`config.mk`:
```
export PLATFORM = sky130hd
export DESIGN_NAME = i2c_master_transfer_sequencer_core
export DESIGN_NICKNAME = d
export VERILOG_FILES = /design/src/rtl/i2cts_pkg.sv /design/src/rtl/i2c_master_transfer_sequencer_core.sv /design/src/rtl/i2cts_ram.sv /design/src/rtl/i2cts_step.sv
export SDC_FILE = /design/constraint.sdc
export NUM_CORES = 1
export LEC_CHECK = 0
export ABC_AREA = 1
export BUFFER_PORTS_ARGS = -buffer_cell sky130_fd_sc_hd__buf_4
export CAP_MARGIN = 20
export CORE_ASPECT_RATIO = 1.5
export CORE_UTILIZATION = 45
export CTS_CLUSTER_SIZE = 30
export DETAILED_ROUTE_END_ITERATION = 8
export GPL_TIMING_DRIVEN = 0
export HOLD_SLACK_MARGIN = 0.03
export PLACE_DENSITY = 0.6
export SETUP_SLACK_MARGIN = 0.3
export SYNTH_ARGS = -nofsm -noshare
export SYNTH_HDL_FRONTEND = slang
export SYNTH_HIERARCHICAL = 1
export SYNTH_SLANG_ARGS = --single-unit
```
`constraint.sdc`:
```
create_clock -name clk_i -period 3.82 [get_ports clk_i]
set_input_delay 0.382 -clock clk_i [delete_from_list [all_inputs] [get_ports clk_i]]
set_output_delay 0.382 -clock clk_i [all_outputs]
set_load 0.03 [all_outputs]
```
`src/rtl/i2cts_pkg.sv`:
```
`timescale 1ns / 1ps
`default_nettype none
// ----------------------------------------------------------------------------
// i2cts_pkg
// Types, status codes and defaults shared by the I2C transfer sequencer.
// ----------------------------------------------------------------------------
package i2cts_pkg;

  localparam int BUFFER_BYTES_DEF = 16;

  localparam logic [1:0] OP_LOAD  = 2'd0;
  localparam logic [1:0] OP_START = 2'd1;
  localparam logic [1:0] OP_EVENT = 2'd2;
  localparam logic [1:0] OP_READ  = 2'd3;

  localparam logic [7:0] STATUS_MASK   = 8'hF8;
  localparam logic [7:0] ST_START      = 8'h08;
  localparam logic [7:0] ST_REP_START  = 8'h10;
  localparam logic [7:0] ST_SLA_W_ACK  = 8'h18;
  localparam logic [7:0] ST_DATA_ACK   = 8'h28;
  localparam logic [7:0] ST_ARB_LOST   = 8'h38;
  localparam logic [7:0] ST_SLA_R_ACK  = 8'h40;
  localparam logic [7:0] ST_RX_ACK     = 8'h50;
  localparam logic [7:0] ST_RX_NACK    = 8'h58;

  typedef enum logic [1:0] {
    XFER_NONE = 2'd0,
    XFER_OK   = 2'd1,
    XFER_FAIL = 2'd2
  } xfer_e;

  typedef struct packed {
    logic [1:0] operation;
    logic [3:0] index;
    logic [7:0] data_byte;
    logic [4:0] msg_size;
    logic [7:0] bus_status;
  } in_item_t;

  typedef struct packed {
    logic       issue_start;
    logic       issue_stop;
    logic       send_ack;
    logic       clear_flag;
    logic       tx_valid;
    logic [7:0] tx_byte;
    logic [7:0] read_data;
    logic [1:0] transfer_state;
    logic [7:0] error_status;
    logic       busy_res;
    logic       write_delay_start;
  } out_item_t;

  typedef struct packed {
    xfer_e      state_code;
    logic [7:0] failure_code;
    logic       busy;
  } ctrl_t;

endpackage
`default_nettype wire

```
`src/rtl/i2c_master_transfer_sequencer_core.sv`:
```
`timescale 1ns / 1ps
`default_nettype none
// ----------------------------------------------------------------------------
// i2c_master_transfer_sequencer_core
// I2C master message sequencer with message buffer and status decoding.
// ----------------------------------------------------------------------------
// Usage: each input item is one operation (load a buffer byte, start a
// transfer, report a bus status event, or read a buffer byte). Every item
// yields exactly one result item with the control word for the bus engine,
// the next transmit byte, the read byte and the transfer state.
// An item is taken when in_valid_i is high and in_stall_o is low; a result is
// taken when out_valid_o is high and out_stall_i is low.
// The item is captured in the input register, then the step logic updates
// the state and the buffer RAM read port while the result register is
// loaded. One item per cycle is sustained while the receiver does not
// stall, set by the single buffer RAM read port and the step logic.
// At reset the pointer, length, transfer state, failure code and busy flag
// are cleared. The message buffer is not cleared; a byte must be loaded
// before it is sent or read back.
// When the receiver stalls, the result is held; one more item is captured
// in the input register and then in_stall_o is raised until the result
// drains.
// ----------------------------------------------------------------------------
module i2c_master_transfer_sequencer_core #(
  parameter int BUFFER_BYTES = i2cts_pkg::BUFFER_BYTES_DEF
) (
  input  wire logic             clk_i,
  input  wire logic             rst_ni,
  input  wire logic             in_valid_i,
  output logic                  in_stall_o,
  input  wire i2cts_pkg::in_item_t in_item_i,
  output logic                  out_valid_o,
  input  wire logic             out_stall_i,
  output i2cts_pkg::out_item_t  out_item_o
);

  localparam int PTR_W = $clog2(BUFFER_BYTES + 1);
  localparam int AW    = $clog2(BUFFER_BYTES);

  logic                 in_valid_q, in_valid_d;
  i2cts_pkg::in_item_t  item_q;
  logic                 out_valid_q, out_valid_d;
  i2cts_pkg::out_item_t res_q;
  logic                 rd_sel_q;
  i2cts_pkg::ctrl_t     ctrl_q, ctrl_d;
  logic [PTR_W-1:0]     ptr_q, ptr_d;
  logic [PTR_W-1:0]     len_q, len_d;

  i2cts_pkg::out_item_t res_d;
  logic                 rd_sel_d;
  logic                 ram_we;
  logic [AW-1:0]        ram_waddr;
  logic [7:0]           ram_wdata;
  logic [AW-1:0]        ram_raddr;
  logic [7:0]           ram_rdata;
  logic                 fire;
  logic                 in_accept;

  assign fire       = in_valid_q && (!out_valid_q || !out_stall_i);
  assign in_stall_o = in_valid_q && !fire;
  assign in_accept  = in_valid_i && !in_stall_o;
  assign in_valid_d = in_accept ? 1'b1 : (fire ? 1'b0 : in_valid_q);
  assign out_valid_d = fire ? 1'b1 : ((out_valid_q && out_stall_i) ? 1'b1 : 1'b0);
  assign out_valid_o = out_valid_q;

  i2cts_step #(
    .BUFFER_BYTES(BUFFER_BYTES)
  ) u_step (
    .item_i  (item_q),
    .ctrl_i  (ctrl_q),
    .ptr_i   (ptr_q),
    .len_i   (len_q),
    .ctrl_o  (ctrl_d),
    .ptr_o   (ptr_d),
    .len_o   (len_d),
    .res_o   (res_d),
    .rd_sel_o(rd_sel_d),
    .we_o    (ram_we),
    .waddr_o (ram_waddr),
    .wdata_o (ram_wdata),
    .raddr_o (ram_raddr)
  );

  i2cts_ram #(
    .WIDTH(8),
    .DEPTH(BUFFER_BYTES)
  ) u_buffer (
    .clk_i  (clk_i),
    .we_i   (fire && ram_we),
    .waddr_i(ram_waddr),
    .wdata_i(ram_wdata),
    .re_i   (fire),
    .raddr_i(ram_raddr),
    .rdata_o(ram_rdata)
  );

  always_ff @(posedge clk_i or negedge rst_ni) begin
    if (!rst_ni) begin
      in_valid_q  <= 1'b0;
      out_valid_q <= 1'b0;
      ctrl_q      <= '{state_code: i2cts_pkg::XFER_NONE, failure_code: '0, busy: 1'b0};
      ptr_q       <= '0;
      len_q       <= '0;
    end else begin
      in_valid_q  <= in_valid_d;
      out_valid_q <= out_valid_d;
      if (fire) begin
        ctrl_q <= ctrl_d;
        ptr_q  <= ptr_d;
        len_q  <= len_d;
      end
    end
  end

  always_ff @(posedge clk_i) begin
    if (in_accept) begin
      item_q <= in_item_i;
    end
    if (fire) begin
      res_q    <= res_d;
      rd_sel_q <= rd_sel_d;
    end
  end

  always_comb begin
    out_item_o           = res_q;
    out_item_o.tx_byte   = res_q.tx_valid ? ram_rdata : 8'h00;
    out_item_o.read_data = rd_sel_q ? ram_rdata : 8'h00;
  end

  a_ptr_bound: assert property (@(posedge clk_i) disable iff (!rst_ni)
    ptr_q <= PTR_W'(BUFFER_BYTES))
    else $error("Byte pointer exceeds the buffer size.");

  a_len_bound: assert property (@(posedge clk_i) disable iff (!rst_ni)
    len_q <= PTR_W'(BUFFER_BYTES))
    else $error("Message length exceeds the buffer size.");

  a_start_busy: assert property (@(posedge clk_i) disable iff (!rst_ni)
    (fire && (item_q.operation == i2cts_pkg::OP_START) && !ctrl_q.busy)
      |=> (ctrl_q.busy && out_valid_q && res_q.issue_start))
    else $error("Start item did not set busy and issue a start.");

  a_stall_holds_item: assert property (@(posedge clk_i) disable iff (!rst_ni)
    in_stall_o |-> (in_valid_q && out_valid_q))
    else $error("Input stalled without a pending item and result.");

  a_fire_gives_result: assert property (@(posedge clk_i) disable iff (!rst_ni)
    fire |=> out_valid_q)
    else $error("Processed item did not produce a result.");

endmodule
`default_nettype wire

```
`src/rtl/i2cts_ram.sv`:
```
`timescale 1ns / 1ps
`default_nettype none
// ----------------------------------------------------------------------------
// i2cts_ram
// Generic single-write, single-read RAM with a registered read port.
// ----------------------------------------------------------------------------
module i2cts_ram #(
  parameter int WIDTH = 8,
  parameter int DEPTH = 16
) (
  input  wire logic                     clk_i,
  input  wire logic                     we_i,
  input  wire logic [$clog2(DEPTH)-1:0] waddr_i,
  input  wire logic [WIDTH-1:0]         wdata_i,
  input  wire logic                     re_i,
  input  wire logic [$clog2(DEPTH)-1:0] raddr_i,
  output logic      [WIDTH-1:0]         rdata_o
);

  logic [WIDTH-1:0] mem_q [DEPTH];

  always_ff @(posedge clk_i) begin
    if (we_i) begin
      mem_q[waddr_i] <= wdata_i;
    end
    if (re_i) begin
      rdata_o <= mem_q[raddr_i];
    end
  end

endmodule
`default_nettype wire

```
`src/rtl/i2cts_step.sv`:
```
`timescale 1ns / 1ps
`default_nettype none
// ----------------------------------------------------------------------------
// i2cts_step
// Next-state and control-word logic for one operation of the sequencer.
// ----------------------------------------------------------------------------
module i2cts_step #(
  parameter int BUFFER_BYTES = i2cts_pkg::BUFFER_BYTES_DEF
) (
  input  wire i2cts_pkg::in_item_t                item_i,
  input  wire i2cts_pkg::ctrl_t                   ctrl_i,
  input  wire logic [$clog2(BUFFER_BYTES+1)-1:0]  ptr_i,
  input  wire logic [$clog2(BUFFER_BYTES+1)-1:0]  len_i,
  output i2cts_pkg::ctrl_t                        ctrl_o,
  output logic      [$clog2(BUFFER_BYTES+1)-1:0]  ptr_o,
  output logic      [$clog2(BUFFER_BYTES+1)-1:0]  len_o,
  output i2cts_pkg::out_item_t                    res_o,
  output logic                                    rd_sel_o,
  output logic                                    we_o,
  output logic      [$clog2(BUFFER_BYTES)-1:0]    waddr_o,
  output logic      [7:0]                         wdata_o,
  output logic      [$clog2(BUFFER_BYTES)-1:0]    raddr_o
);

  localparam int PTR_W = $clog2(BUFFER_BYTES + 1);
  localparam int AW    = $clog2(BUFFER_BYTES);
  localparam int SW    = (PTR_W > 5) ? PTR_W : 5;
  localparam logic [SW-1:0] BUF_N = SW'(BUFFER_BYTES);

  logic [SW-1:0] ptr_w;
  logic [SW-1:0] len_w;
  logic [SW-1:0] idx_w;
  logic [SW-1:0] size_w;
  logic [SW-1:0] ptr_eff;
  logic [SW-1:0] ptr_n;
  logic [SW-1:0] len_n;
  logic [7:0]    stat;

  assign ptr_w  = SW'(ptr_i);
  assign len_w  = SW'(len_i);
  assign idx_w  = SW'(item_i.index);
  assign size_w = SW'(item_i.msg_size);
  assign stat   = item_i.bus_status & i2cts_pkg::STATUS_MASK;
  assign ptr_o  = ptr_n[PTR_W-1:0];
  assign len_o  = len_n[PTR_W-1:0];

  always_comb begin
    ctrl_o   = ctrl_i;
    ptr_n    = ptr_w;
    len_n    = len_w;
    ptr_eff  = ptr_w;
    res_o    = '0;
    rd_sel_o = 1'b0;
    we_o     = 1'b0;
    waddr_o  = idx_w[AW-1:0];
    wdata_o  = item_i.data_byte;
    raddr_o  = idx_w[AW-1:0];

    case (item_i.operation)
      i2cts_pkg::OP_LOAD: begin
        if (!ctrl_i.busy && (idx_w < BUF_N)) begin
          we_o = 1'b1;
        end
      end
      i2cts_pkg::OP_START: begin
        if (!ctrl_i.busy) begin
          len_n               = (size_w > BUF_N) ? BUF_N : size_w;
          ctrl_o.state_code   = i2cts_pkg::XFER_NONE;
          ctrl_o.failure_code = '0;
          ctrl_o.busy         = 1'b1;
          res_o.issue_start   = 1'b1;
          res_o.clear_flag    = 1'b1;
        end
      end
      i2cts_pkg::OP_EVENT: begin
        if (ctrl_i.busy) begin
          case (stat)
            i2cts_pkg::ST_START, i2cts_pkg::ST_REP_START,
            i2cts_pkg::ST_SLA_W_ACK, i2cts_pkg::ST_DATA_ACK: begin
              if ((stat == i2cts_pkg::ST_START) || (stat == i2cts_pkg::ST_REP_START)) begin
                ptr_eff = '0;
              end
              ptr_n = ptr_eff;
              if (ptr_eff < len_w) begin
                raddr_o          = ptr_eff[AW-1:0];
                res_o.tx_valid   = 1'b1;
                res_o.clear_flag = 1'b1;
                ptr_n            = ptr_eff + SW'(1);
              end else begin
                ctrl_o.state_code       = i2cts_pkg::XFER_OK;
                ctrl_o.busy             = 1'b0;
                res_o.issue_stop        = 1'b1;
                res_o.clear_flag        = 1'b1;
                res_o.write_delay_start = 1'b1;
              end
            end
            i2cts_pkg::ST_RX_ACK, i2cts_pkg::ST_SLA_R_ACK: begin
              if ((stat == i2cts_pkg::ST_RX_ACK) && (ptr_w < BUF_N)) begin
                we_o    = 1'b1;
                waddr_o = ptr_w[AW-1:0];
                ptr_n   = ptr_w + SW'(1);
              end
              res_o.clear_flag = 1'b1;
              res_o.send_ack   = (({1'b0, ptr_n} + (SW+1)'(1)) < {1'b0, len_w});
            end
            i2cts_pkg::ST_RX_NACK: begin
              if (ptr_w < BUF_N) begin
                we_o    = 1'b1;
                waddr_o = ptr_w[AW-1:0];
              end
              ctrl_o.state_code = i2cts_pkg::XFER_OK;
              ctrl_o.busy       = 1'b0;
              res_o.issue_stop  = 1'b1;
              res_o.clear_flag  = 1'b1;
            end
            i2cts_pkg::ST_ARB_LOST: begin
              res_o.issue_start = 1'b1;
              res_o.clear_flag  = 1'b1;
            end
            default: begin
              ctrl_o.state_code   = i2cts_pkg::XFER_FAIL;
              ctrl_o.failure_code = stat;
              ctrl_o.busy         = 1'b0;
            end
          endcase
        end
      end
      i2cts_pkg::OP_READ: begin
        if (!ctrl_i.busy && (ctrl_i.state_code == i2cts_pkg::XFER_OK) && (idx_w < BUF_N)) begin
          rd_sel_o = 1'b1;
        end
      end
      default: begin
        ctrl_o = ctrl_i;
      end
    endcase

    res_o.transfer_state = 2'(ctrl_o.state_code);
    res_o.error_status   = ctrl_o.failure_code;
    res_o.busy_res       = ctrl_o.busy;
  end

endmodule
`default_nettype wire

```
==> tab_implementation.tex <==
\begin{tabular}{lr}
\hline
Metric & Value \\
\hline
\multicolumn{2}{l}{\textbf{Status}} \\
Outcome & completed \\
\multicolumn{2}{l}{\textbf{Final layout}} \\
Most common cell after layout, fill and taps aside & nand2\_1 \\
Leading cell types in the layout, fill and taps excluded & 302 x nand2\_1, 178 x edfxtp\_1, 162 x inv\_1, 133 x nand3\_1, 101 x buf\_4 \\
Area overhead of the layout relative to synthesis & 17.9\% \\
Count of nets after finishing & 1183 \\
ANT cells & 0 \\
Layout cell share with drive strength beyond 1 & 0.188 \\
\multicolumn{2}{l}{\textbf{Critical path}} \\
Max Fanout on Critical Path & 10 \\
Cell type with the highest occurrence count on the critical path & nand3\_1 \\
Critical path type & flop to flop \\
Startpoint Class & flop \\
Register-to-register setup slack & 430 ps \\
R2R Path End & u\_buffer/rdata\_o[7] \\
Reg2reg path depth & 21 \\
Critical-path cell list & nor2\_2, nand2\_2, nor2\_4, nor2\_4, ha\_1, nand2\_1, nor2\_1, nor3\_2, nand3\_2, inv\_4, nand2\_8, inv\_4, nand2\_1, o21ai\_1, buf\_4, inv\_2, buf\_2, nand3\_1, nand3\_1, nand3\_1, nand2\_2 \\
Number of logic stages on the critical path including buffering & 21 \\
Critical path data arrival time & 3610 ps \\
Kind of cell adding the most delay to the critical path & simple AND/OR/NAND/NOR gates \\
CP peak stage delay & 430 ps \\
Worst setup path startpoint & item\_q[7] \\
Critical path buffer and inverter count & 5 \\
Endpoint class of the critical path & flop \\
Worst EP required & 4040 ps \\
Critical-path cell with the highest stage delay & edfxtp\_1 \\
Reg2reg start & item\_q[7] \\
\multicolumn{2}{l}{\textbf{Clocking}} \\
Number of sinks handled by clock tree synthesis & 201 \\
Clock buffers created by TritonCTS & 20 \\
Clock tree root driver cell & clkbuf\_16 \\
Maximum number of buffers from clock root to sink & 3 \\
Maximum level of the CTS H-tree & 1 \\
Clock tree from TritonCTS & yes \\
Insertion delay to the later sink of the worst-skew pair & 490 ps \\
Clock slew seen by the registers of the worst setup and hold paths & 60 ps \\
\multicolumn{2}{l}{\textbf{Run}} \\
Reported max-cap violation count & 0 \\
\multicolumn{2}{l}{\textbf{Power and ir drop}} \\
Fraction of power spent switching nets & 0.303 \\
Power per cell area & 513 mW/mm² \\
Combinational group share of total power & 0.239 \\
Reported net switching power & 1.80 mW \\
Leak Pwr & 5.29 nW \\
Maximum ir drop on the vdd rail & 0.383 mV \\
Sequential cell fraction of total power & 0.440 \\
Power Internal & 4.15 mW \\
Clock share of power & 0.321 \\
\multicolumn{2}{l}{\textbf{Timing}} \\
Final period util & 0.888 \\
Setup repair after global routing missed its margin & no \\
Number of setup violations in the final report & 0 \\
Fmax & 0.295 GHz \\
Shortest clock period the worst path allows after layout & 3390 ps \\
Setup skew after layout & 13.2 ps \\
Pin slew with the least headroom to its limit & 911 ps \\
Minimum setup slack in the final design & 429 ps \\
Max-slew violation count & 0 \\
Fin. Hold Viols & 0 \\
Smallest hold slack & 72.5 ps \\
Max\_slew headroom & 0.392 \\
\multicolumn{2}{l}{\textbf{Synthesis}} \\
Yosys Warn Count & 6 \\
Syn\_nets & 1080 \\
Syn Inst Count & 1034 \\
Combined area of all synthesized cells & 0.00984 mm² \\
Average size of a mapped cell & 9.51 µm² \\
\multicolumn{2}{l}{\textbf{Floorplan}} \\
Std-Cell Rows & 65 \\
Starting density of the core & 0.463 \\
Ports & 66 \\
Core area & 0.0212 mm² \\
Die height & 183 µm \\
Total die area & 0.0225 mm² \\
X dimension of the die & 123 µm \\
\multicolumn{2}{l}{\textbf{GRT}} \\
Via count of the first global-routing pass & 7122 \\
Largest net degree at the start of global routing & 27 \\
Overall Global Routing Usage & 0.242 \\
Total congestion overflow after global routing & 0 \\
Wire length of the first global-routing pass & 39600 µm \\
Initial antenna violation count & 0 \\
\multicolumn{2}{l}{\textbf{Drt}} \\
Total via count after detailed routing & 7208 \\
DRT iter0 DRCs & 570 \\
Post-route DRC & 0 \\
Pre-Repair DR Iteration Count & 5 \\
Drt total wl & 26200 µm \\
Ratio of routed vias to standard cells & 5.08 \\
Wirelength per Cell & 18.5 µm \\
Detail Route Antenna Nets & 0 \\
\multicolumn{2}{l}{\textbf{Place}} \\
Setup Slack @ Placement & -177 ps \\
Detailed placer's ending HPWL & 18800 µm \\
Routability cong. & 0.932 \\
Number of buffers inserted by port buffering & 62 \\
\multicolumn{2}{l}{\textbf{Worst hold path}} \\
Worst hold endpoint & item\_q[15] \\
Hold wc startpoint & in\_item\_i[15] \\
Hold/Removal Path Class & primary input to flop \\
Hold Crit Depth & 1 \\
\hline
\end{tabular}
layout make-up:
class	count	area [µm²]
Tap cell	268	335
Buffer	56	454
Clock inverter	9	72.6
Inverter	175	671
Fill cell	1908	9630
Sequential cell	201	5920
Multi-Input combinational cell	602	2930
Timing Repair Buffer	81	643
Clock buffer	27	568
metal layers:
| metal | GRT usage | vias to the layer above | routed length [µm] |
|---|---|---|---|
| met5 | 0 | - | 0 |
| met4 | 0.130 | 0 | 1520 |
| met1 | 0.244 | 3439 | 9160 |
| li1 | - | 3525 | - |
| met2 | 0.474 | 180 | 14700 |
| met3 | 0.0227 | 64 | 817 |
repair_timing:
item / 4_1_cts / 5_1_grt
endpoints found under the hold margin: 23 / 0
pin swaps: 2 / 6
hold buffers: 1 / 0
setup buffers: 3 / 14
gates resized for setup: 13 / 27
setup endpoints to repair: 8 / 8
power groups by stage:
stage | sequential [mW] | combinational, mW | clock [mW]
2_1_floorplan | 2.69 | 0.869 | 0
3_3_place_gp | 2.66 | 1.30 | 0
3_5_place_dp | 2.67 | 1.32 | 0
4_1_cts | 2.62 | 1.35 | 1.95
5_1_grt | 2.63 | 1.57 | 2.03
6_report | 2.62 | 1.42 | 1.91
flip-flops by register name (all words and copies together) (netlist names):
| signal | cells |
|---|---|
| ptr_q | 5 |
| in_valid_q | 1 |
| item_q | 24 |
| rd_sel_q | 1 |
| len_q | 5 |
| ctrl_q | 11 |
| u_buffer/mem_q | 128 |
| u_buffer/rdata_o | 8 |
| out_item_o | 17 |
| out_valid_o | 1 |
per-stage QoR:
stage	setup TNS, ps	instance area, µm²	power, mW	cells	utilization
2_1_floorplan	0	9840	3.56	1034	-
3_3_place_gp	-1010	10600	3.96	1364	0.501
3_5_place_dp	-1110	10600	3.98	1364	0.501
4_1_cts	0	11300	5.91	1404	0.535
5_1_grt	0	11600	6.23	1419	0.546
6_report	0	11600	5.95	1419	0.546
worst max path at each step:
| stage | to | slack [ps] |
|---|---|---|
| 3_5_place_dp | u_buffer/rdata_o[7] | -180 |
| 6_report | u_buffer/rdata_o[7] | 430 |
| 2_1_floorplan | u_buffer/rdata_o[1] | 690 |
| 5_1_grt | u_buffer/rdata_o[6] | 240 |
| 4_1_cts | u_buffer/rdata_o[2] | 300 |
| 3_3_place_gp | u_buffer/rdata_o[7] | -170 |
Power figures use the tool's default switching activity.
